**src/dbd_pkg.sv**
```systemverilog
`timescale 1ns / 1ps
// ----------------------------------------------------------------------------
// dbd_pkg: shared types and calendar helpers
// Widths, the per-date decode record and the day-number helper functions.
// ----------------------------------------------------------------------------
package dbd_pkg;

  localparam int unsigned FIELD_W = 7;
  localparam int unsigned IN_DATA_W = 48;
  localparam int unsigned OUT_DATA_W = 16;
  localparam int unsigned DAYNUM_W = 15;
  localparam int unsigned YIDX_W = 6;
  localparam int unsigned MON_W = 4;

  // two-digit year window
  localparam logic [FIELD_W-1:0] YY_20XX_MAX = 7'd23;
  localparam logic [FIELD_W-1:0] YY_19XX_MIN = 7'd80;
  localparam logic [FIELD_W-1:0] YY_19XX_MAX = 7'd99;
  // years between 1980 and 2000
  localparam logic [FIELD_W-1:0] CENTURY_SHIFT = 7'd20;
  localparam logic [FIELD_W-1:0] MONTH_MAX = 7'd12;
  localparam logic [MON_W-1:0] MONTH_FEB = 4'd2;
  localparam logic [DAYNUM_W-1:0] DAYS_COMMON = 15'd365;

  // one decoded date
  typedef struct packed {
    logic [FIELD_W-1:0] day;
    logic [MON_W-1:0]   month;
    logic [YIDX_W-1:0]  yidx;   // whole years since 1980
    logic               ok;
  } date_dec_t;

  // days before the month in a common year
  function automatic logic [DAYNUM_W-1:0] month_start(input logic [MON_W-1:0] m);
    logic [DAYNUM_W-1:0] r;
    case (m)
      4'd1:    r = 15'd0;
      4'd2:    r = 15'd31;
      4'd3:    r = 15'd59;
      4'd4:    r = 15'd90;
      4'd5:    r = 15'd120;
      4'd6:    r = 15'd151;
      4'd7:    r = 15'd181;
      4'd8:    r = 15'd212;
      4'd9:    r = 15'd243;
      4'd10:   r = 15'd273;
      4'd11:   r = 15'd304;
      4'd12:   r = 15'd334;
      default: r = 15'd0;
    endcase
    return r;
  endfunction

  // days from 1 jan 1980 to 1 jan of year 1980+n; 2000 is leap, so every
  // fourth year of the 1980..2023 window is leap
  function automatic logic [DAYNUM_W-1:0] year_start(input logic [YIDX_W-1:0] n);
    logic [YIDX_W:0] n_up;
    n_up = {1'b0, n} + 7'd3;
    return DAYNUM_W'({9'd0, n} * DAYS_COMMON) + DAYNUM_W'(n_up >> 2);
  endfunction

endpackage

```
**src/days_between_two_dates.sv**
```systemverilog
`timescale 1ns / 1ps
// ----------------------------------------------------------------------------
// days_between_two_dates: day distance between two calendar dates
// Three-stage pipeline: field decode, day numbers, absolute difference.
// ----------------------------------------------------------------------------
//
//  channel  ports                       payload
//  -------  --------------------------  -------------------------------------
//  input    in_tvalid/in_tready/tdata   six 7-bit date fields, one pair
//  output   out_tvalid/out_tready/...   day_difference in tdata, flag in tuser
//
//  out_tvalid rises once a pair has passed the decode, day-number and
//  output registers in turn; one date pair per cycle is taken while
//  out_tready does not stall
//  the pipeline is set by decode, a constant multiply-add and one subtract
//  rst_n (synchronous) clears all stage valid bits; payload is not reset
//  each stage holds while its successor is full and stalled, so a stall on
//  out_tready fills the bubbles first and then backs up to in_tready
//
module days_between_two_dates (
  input  logic                             clk,
  input  logic                             rst_n,
  input  logic                             in_tvalid,
  output logic                             in_tready,
  // day_first[6:0], month_first[13:7], year_first[20:14],
  // day_second[27:21], month_second[34:28], year_second[41:35], zero[47:42]
  input  logic [dbd_pkg::IN_DATA_W-1:0]    in_tdata,
  output logic                             out_tvalid,
  input  logic                             out_tready,
  // day_difference[14:0], zero[15]
  output logic [dbd_pkg::OUT_DATA_W-1:0]   out_tdata,
  // range_error[0]
  output logic                             out_tuser
);

  // stage valid bits
  logic s1_vld_r, s2_vld_r, s3_vld_r;
  logic s1_rdy, s2_rdy, s3_rdy;

  // stage 1: decoded dates
  dbd_pkg::date_dec_t dec_a_nxt, dec_b_nxt, dec_a_r, dec_b_r;

  // stage 2: day numbers
  logic [dbd_pkg::DAYNUM_W-1:0] num_a_nxt, num_b_nxt, num_a_r, num_b_r;
  logic                         err2_nxt, err2_r;

  // stage 3: output register
  logic [dbd_pkg::DAYNUM_W-1:0] diff_nxt, diff_r;
  logic                         err3_r;

  // a stage may load when it is empty or its content moves on this cycle
  assign s3_rdy    = !s3_vld_r || out_tready;
  assign s2_rdy    = !s2_vld_r || s3_rdy;
  assign s1_rdy    = !s1_vld_r || s2_rdy;
  assign in_tready = s1_rdy;

  // decode of one date: year window, month range, year index
  function automatic dbd_pkg::date_dec_t decode(input logic [20:0] f);
    dbd_pkg::date_dec_t d;
    logic [dbd_pkg::FIELD_W-1:0] dd, mm, yy;
    logic                        y_new, y_old;
    dd    = f[6:0];
    mm    = f[13:7];
    yy    = f[20:14];
    y_new = (yy <= dbd_pkg::YY_20XX_MAX);
    y_old = (yy >= dbd_pkg::YY_19XX_MIN) && (yy <= dbd_pkg::YY_19XX_MAX);
    d.day   = dd;
    d.month = mm[dbd_pkg::MON_W-1:0];
    d.yidx  = y_new ? dbd_pkg::YIDX_W'(yy + dbd_pkg::CENTURY_SHIFT)
                    : dbd_pkg::YIDX_W'(yy - dbd_pkg::YY_19XX_MIN);
    d.ok    = (y_new || y_old) && (mm != '0) && (mm <= dbd_pkg::MONTH_MAX);
    return d;
  endfunction

  // day number of a decoded date; leap when the year index is a multiple of 4
  function automatic logic [dbd_pkg::DAYNUM_W-1:0] day_num(input dbd_pkg::date_dec_t d);
    logic leap_adj;
    leap_adj = (d.yidx[1:0] == 2'd0) && (d.month > dbd_pkg::MONTH_FEB);
    return dbd_pkg::year_start(d.yidx) + dbd_pkg::month_start(d.month)
         + dbd_pkg::DAYNUM_W'(d.day) + dbd_pkg::DAYNUM_W'(leap_adj);
  endfunction

  always_comb begin
    dec_a_nxt = decode(in_tdata[20:0]);
    dec_b_nxt = decode(in_tdata[41:21]);
  end

  always_comb begin
    num_a_nxt = day_num(dec_a_r);
    num_b_nxt = day_num(dec_b_r);
    err2_nxt  = !(dec_a_r.ok && dec_b_r.ok);
  end

  // an invalid date forces the difference to zero
  always_comb begin
    if (err2_r) begin
      diff_nxt = '0;
    end else if (num_a_r > num_b_r) begin
      diff_nxt = num_a_r - num_b_r;
    end else begin
      diff_nxt = num_b_r - num_a_r;
    end
  end

  // valid bits
  always_ff @(posedge clk) begin
    if (!rst_n) begin
      s1_vld_r <= 1'b0;
      s2_vld_r <= 1'b0;
      s3_vld_r <= 1'b0;
    end else begin
      if (s1_rdy) s1_vld_r <= in_tvalid;
      if (s2_rdy) s2_vld_r <= s1_vld_r;
      if (s3_rdy) s3_vld_r <= s2_vld_r;
    end
  end

  // payload
  always_ff @(posedge clk) begin
    if (s1_rdy) begin
      dec_a_r <= dec_a_nxt;
      dec_b_r <= dec_b_nxt;
    end
    if (s2_rdy) begin
      num_a_r <= num_a_nxt;
      num_b_r <= num_b_nxt;
      err2_r  <= err2_nxt;
    end
    if (s3_rdy) begin
      diff_r <= diff_nxt;
      err3_r <= err2_r;
    end
  end

  assign out_tvalid = s3_vld_r;
  assign out_tdata  = {1'b0, diff_r};
  assign out_tuser  = err3_r;

endmodule

```
**config.mk**
```make
export PLATFORM = sky130hd
export DESIGN_NAME = days_between_two_dates
export DESIGN_NICKNAME = d
export VERILOG_FILES = /design/src/dbd_pkg.sv /design/src/days_between_two_dates.sv
export SDC_FILE = /design/constraint.sdc
export NUM_CORES = 1
export LEC_CHECK = 0
export ABC_AREA = 1
export BUFFER_PORTS_ARGS = -buffer_cell sky130_fd_sc_hd__buf_2
export CAP_MARGIN = 30
export CORE_AREA = 2 2 130 132
export DETAILED_ROUTE_END_ITERATION = 8
export DIE_AREA = 0 0 132 134
export PLACE_DENSITY_LB_ADDON = 0.08
export SYNTH_ARGS = -nofsm -noshare
export SYNTH_HDL_FRONTEND = slang
export SYNTH_SLANG_ARGS = --single-unit
```
**constraint.sdc**
```tcl
create_clock -name clk -period 5.3 [get_ports clk]
set_input_delay 1.06 -clock clk [delete_from_list [all_inputs] [get_ports clk]]
set_output_delay 1.06 -clock clk [all_outputs]
set_load 0.02 [all_outputs]
```
==> results_dict.tcl, run 1 <==
set metrics [dict create \
    status "complete, no violations" \
    io_buffer_count 63 \
    grt_pass1_vias 7085 \
    antenna_found_initial 1 \
    insertion_delay_ns 0.35 \
    dp_cells 1354 \
    yosys_warnings 0 \
    setup_viol 0 \
    drc 0 \
    endpoint_kind "flop" \
    area_delta_synth_final_pct 8.15 \
    finalHoldViolCount 0 \
    overflow 0 \
    synth_compound_area_share_pct 6.85 \
    wl_per_cell_um 13.2 \
    fillerInstances 1449 \
    routed_wl_um 18100 \
    final.setup_skew_ns 0.00687 \
    clk_pin_slew_ns 0.07 \
    via_per_inst 5.03 \
    yosysTopAreaCell "edfxtp_1" \
    max_freq_mhz 206 \
    power_w 0.00664 \
    synth_top_family_by_area "adder cells" \
    cts_sinks 104 \
    synthXorXnorAreaFrac_pct 4.80 \
    diodes 0 \
    synthAdderAreaFrac_pct 31.0 \
    drt_iter0_drc 225 \
    clockRootBuffer "clkbuf_16" \
    cp_data_required_time_ns 5.40 \
    yosysSeqAreaShare_pct 30.1 \
    vdd_drop_max_uv 262 \
    final_cells 1370 \
    core_area_mm2 0.0163 \
    synthCells 1081 \
    p_leak_nw 5.48 \
    maxSlewHeadroom_pct 45.1 \
    synth-seq-cells 104 \
    final.setup.tns_ns 0 \
    synth_nets 1334 \
    slew_viol_final 0 \
    cts_buffer_depth 2 \
    post_cts_resize_count 0 \
    dpl.hpwl_um 15300 \
    min_period_ns 4.85 \
    syn_avg_cell_area_um2 8.94 \
    die_area_mm2 0.0177 \
    hold_class "reg -> reg" \
    num_vias 6889 \
    start_util_pct 59.4 \
    drv_cap 0 \
    rsz0062_at_grt "no" \
    synth_area_mm2 0.00967 \
    die_y_um 134 \
    post_cts_buffers 0 \
    ys_top_cells_by_area "edfxtp_1, ha_1, fa_1" \
    startpoint_type "flop" \
    crit_arrival_ns 4.95 \
    cts_tree "yes" \
    gp_congestion 0.898 \
    ys_types 42 \
    rows 47 \
    synthSimpleGateAreaFrac_pct 16.7 \
    grtUsageTotal_pct 22.3 \
    finalNetCount 1398 \
    yosys.area.top_type_share_pct 25.8 \
    crit_fanout 4 \
    dr.pass1.iters 4 \
    worstMarginPinSlew_ns 0.822 \
    pin_count 71 \
    p_per_area_mw_per_mm2 635 \
    cts_max_level 3 \
    synthMuxAreaShare_pct 0 \
    final_antenna_net_count 0 \
    path_class "reg -> reg" \
    grt_max_degree 42 \
    die_w_um 132 \
    worst_hold_slack_ns 0.488 \
    grt_pass1_wl_um 31800 \
    cts_buffers 9 \
    drive_above_1_share_pct 12.8 \
    fin_crit_sh_pct 91.5 \
    cts_hold_buf 0 \
]
[layout by cell type, fill, tap and decap left out, types with 2 or more instances in the layout]
cell type | netlist | final
nand3_1 | 45 | 45
a31oi_1 | 4 | 4
nor2_2 | 20 | 20
dfxtp_1 | 21 | 21
buf_4 | 7 | 2
nand3b_1 | 2 | 2
inv_2 | 8 | 8
edfxtp_1 | 83 | 83
inv_4 | 0 | 2
o21ai_0 | 31 | 31
nand2_1 | 205 | 205
o21ai_1 | 4 | 4
o21a_1 | 2 | 2
clkinv_2 | 0 | 2
nor2_1 | 41 | 41
clkinv_4 | 0 | 2
xnor2_1 | 15 | 15
fa_1 | 64 | 64
clkbuf_16 | 0 | 10
a211oi_1 | 2 | 2
xor2_1 | 38 | 38
nand3_2 | 8 | 8
nand4_1 | 11 | 11
a21oi_1 | 50 | 50
nand4_4 | 2 | 2
a21o_1 | 2 | 2
o22ai_1 | 2 | 2
o211ai_1 | 2 | 2
ha_1 | 137 | 137
buf_2 | 3 | 63
nor3_1 | 3 | 3
nand2_2 | 11 | 11
o21ai_2 | 12 | 12
inv_1 | 233 | 233
[area by class of cell]
cell class	instances	area (µm²)	area share (%)
clock buffer	10	250	2.39
inverter	241	905	8.65
tap	220	275	2.63
clock inverter	6	40.0	0.383
multi-input combinational	724	5740	54.9
timing repair buffer	65	330	3.16
sequential	104	2910	27.9
[per-stage QoR]
| stage | setup WS, ns | utilization (%) | area, µm² |
|---|---|---|---|
| 2_1_floorplan | 0.974 | - | 9670 |
| 3_3_place_gp | 0.633 | 62.4 | 10200 |
| 3_5_place_dp | 0.469 | 62.4 | 10200 |
| 4_1_cts | 0.450 | 64.2 | 10500 |
| 5_1_grt | 0.0726 | 64.2 | 10500 |
| 6_report | 0.449 | 64.2 | 10500 |
[logic make-up (layout without fill, tap and decap cells)]
| kind of cell | after synthesis | after routing |
|---|---|---|
| AO/OA/AOI/OAI | 115 | 115 |
| XOR/XNOR | 53 | 53 |
| buffers and inverters | 253 | 322 |
| other | 1 | 1 |
| adder cells (fa/ha/maj) | 201 | 201 |
| AND/OR/NAND/NOR | 354 | 354 |
| flip-flops | 104 | 104 |
[worst max-delay path, stage by stage (launching register included)]
cell and delay [ns]:
edfxtp_1 0.46, inv_1 0.13, ha_1 0.23, nand3b_1 0.20, nor2_1 0.17, fa_1 0.45, fa_1 0.52, inv_1 0.06
fa_1 0.48, inv_1 0.05, fa_1 0.47, ha_1 0.36, nand2_1 0.06, o21ai_0 0.37, a21oi_1 0.20, o21ai_0 0.28
xor2_1 0.10
[cells in the mapped netlist]
cell / instances
o21ai_0: 31
buf_4: 7
nor2_4: 1
dfxtp_1: 21
o21a_1: 2
conb_1: 1
nand3b_1: 2
o31ai_1: 1
nor2_1: 41
nand4_4: 2
a211oi_1: 2
nand2_4: 1
nand4_1: 11
nor2_2: 20
o21ai_1: 4
ha_1: 137
o21ai_2: 12
inv_1: 233
a21o_1: 2
o41ai_1: 1
or2_2: 1
a31oi_1: 4
nand3_1: 45
nand3_2: 8
nor3_2: 1
xnor2_1: 15
and2_1: 1
buf_2: 3
o211ai_1: 2
and2_4: 1
a311oi_1: 1
nand2_1: 205
nor3_1: 3
inv_2: 8
xor2_1: 38
o2bb2ai_1: 1
buf_12: 2
nand2_2: 11
edfxtp_1: 83
a21oi_1: 50
o22ai_1: 2
fa_1: 64
[worst paths after layout]
| check | from | cells after the start | slack (ns) | endpoint |
|---|---|---|---|---|
| setup / recovery | dec_a_r[2]$_DFFE_PP_ | 16 | 0.45 | num_a_r[11]$_DFFE_PP_ |
| hold / removal | err2_r$_DFFE_PP_ | 0 | 0.49 | out_tuser$_DFFE_PP_ |
| setup reg to reg | dec_a_r[2]$_DFFE_PP_ | 16 | 0.45 | num_a_r[11]$_DFFE_PP_ |
| hold reg to reg | err2_r$_DFFE_PP_ | 0 | 0.49 | out_tuser$_DFFE_PP_ |
[per-layer routing]
layer / part of all wire [%] / up-vias / track usage, %
met3: 2.8 / 34 / 2.76
met1: 45 / 3191 / 27.1
met4: 3.0 / 2 / 8.94
li1: - / 3543 / -
met2: 50 / 119 / 40.2
met5: 0.072 / - / 0
[where the power goes]
group	switching [W]	internal (W)
clock network	0.000298	0.000348
registers	0.000111	0.00122
logic	0.00290	0.00177
Note: power is estimated with default switching activity, not from simulation.
==> run 2: changes to the inputs <==
--- a/config.mk
+++ b/config.mk
@@ -8,9 +8,11 @@
 export ABC_AREA = 1
 export BUFFER_PORTS_ARGS = -buffer_cell sky130_fd_sc_hd__buf_2
 export CAP_MARGIN = 30
-export CORE_AREA = 2 2 130 132
+export CELL_PAD_IN_SITES_DETAIL_PLACEMENT = 2
+export CELL_PAD_IN_SITES_GLOBAL_PLACEMENT = 2
+export CORE_AREA = 2 2 161 163
 export DETAILED_ROUTE_END_ITERATION = 8
-export DIE_AREA = 0 0 132 134
+export DIE_AREA = 0 0 163 165
 export PLACE_DENSITY_LB_ADDON = 0.08
 export SYNTH_ARGS = -nofsm -noshare
 export SYNTH_HDL_FRONTEND = slang
==> run 2 against run 1 <==
Fmax is 2.4% lower. Die area is 52% higher. Final cell count is 8.2% higher. Setup slack worse by 0.12 ns. Sequential cell count stayed put. Clock-buffer cell count is 1 higher. Largest cell class unchanged.
==> results_dict.tcl, run 2 (synthesis gave the netlist of run 1 again) <==
set metrics [dict create \
    status "complete, no violations" \
    crit_arrival_ns 5.06 \
    final.setup.tns_ns 0 \
    path_class "reg -> reg" \
    p_leak_nw 5.47 \
    wl_per_cell_um 16.8 \
    routed_wl_um 24900 \
    core_area_mm2 0.0250 \
    antenna_found_initial 0 \
    die_w_um 163 \
    cp_data_required_time_ns 5.39 \
    reg2reg_from "dec_b_r[2]$_DFFE_PP_" \
    cts_buffers 9 \
    grtUsageTotal_pct 19.6 \
    via_per_inst 4.83 \
    grt_pass1_wl_um 41000 \
    num_vias 7161 \
    hold_class "reg -> reg" \
    startpoint_type "flop" \
    min_from "s1_vld_r$_SDFFE_PN0P_" \
    worstMarginPinSlew_ns 0.687 \
    finalNetCount 1400 \
    endpoint_kind "flop" \
    drc 0 \
    drt_iter0_drc 181 \
    min_period_ns 4.97 \
    cts_tree "yes" \
    final.setup_skew_ns 0.00723 \
    rows 58 \
    finalHoldViolCount 0 \
    io_buffer_count 63 \
    startpoint "dec_b_r[2]$_DFFE_PP_" \
    insertion_delay_ns 0.35 \
    clk_pin_slew_ns 0.07 \
    die_area_mm2 0.0269 \
    post_cts_resize_count 0 \
    grt_pass1_vias 8103 \
    dpl.hpwl_um 21200 \
    slew_viol_final 0 \
    post_cts_buffers 0 \
    clockRootBuffer "clkbuf_16" \
    grt_max_degree 38 \
    vdd_drop_max_uv 216 \
    cts_buffer_depth 2 \
    drive_above_1_share_pct 12.8 \
    p_per_area_mw_per_mm2 654 \
    area_delta_synth_final_pct 9.77 \
    start_util_pct 38.6 \
    die_y_um 165 \
    layout_commonest_cell "inv_1" \
    final_cell_mix "inv_1, nand2_1, ha_1, edfxtp_1, fa_1" \
    setup_viol 0 \
    gp_congestion 0.857 \
    cts_max_level 3 \
    cts_sinks 104 \
    pin_count 71 \
    maxSlewHeadroom_pct 54.1 \
    diodes 0 \
    crit_fanout 6 \
    fin_crit_sh_pct 93.7 \
    overflow 0 \
    dr.pass1.iters 4 \
    dp_cells 1465 \
    rsz0062_at_grt "no" \
    drv_cap 0 \
    power_w 0.00694 \
    final_antenna_net_count 0 \
    final_cells 1482 \
    worst_hold_slack_ns 0.502 \
    max_freq_mhz 201 \
    post-route-util_pct 42.4 \
    cts_hold_buf 0 \
]
[run 2: changes by cell type in the layout (fill, tap and decap cells not counted)]
cell / change
clkinvlp_4: +2
inv_6: +1
clkinv_2: -2
buf_16: +1
buf_4: +1
clkbuf_16: -1
inv_4: -2
clkbuf_1: +2
[run 2: layout make-up]
| cell class | instances | area [µm²] |
|---|---|---|
| tap | 330 | 413 |
| multi-input combinational | 724 | 5740 |
| sequential | 104 | 2910 |
| clock inverter | 5 | 41.3 |
| clock buffer | 11 | 233 |
| timing repair buffer | 67 | 365 |
| inverter | 241 | 905 |
| fill | 2855 | 14400 |
[run 2: where the power goes]
group	leakage [nW]	internal, W	switching (W)
sequential	1.08	0.00122	0.000119
combinational	4.27	0.00180	0.00316
clock	0.126	0.000323	0.000322
[run 2: through the flow]
stage                     setup slack (ns)  instance area (µm²)
after floorplan                      0.974                 9670
after global placement               0.527                10300
after detailed placement             0.338                10300
after CTS                            0.267                10600
after global routing                0.0586                10600
final                                0.331                10600
[run 2: worst max-delay path: stages, from the launching register on]
cell and delay, ns:
edfxtp_1 0.49, inv_1 0.16, ha_1 0.26, nand3b_1 0.23, nor2_1 0.19, fa_1 0.46, fa_1 0.53, inv_1 0.06
fa_1 0.48, inv_1 0.06, fa_1 0.42, ha_1 0.38, a21oi_1 0.21, nand2_1 0.12, a21oi_1 0.33, o21ai_0 0.16
xor2_1 0.17
[run 2: routing by layer]
layer  part of all wire [%]  global-route usage (%)
met5                      0                       0
met4                    1.3                    3.94
met3                    2.0                    2.44
met2                     54                    38.8
met1                     42                    22.5
[run 2: final timing paths]
check	to	slack, ns	cells after the start
max	num_b_r[12]$_DFFE_PP_	0.33	16
min	s2_vld_r$_SDFFE_PN0P_	0.50	2
max reg2reg	num_b_r[12]$_DFFE_PP_	0.33	16
min reg2reg	s2_vld_r$_SDFFE_PN0P_	0.50	2
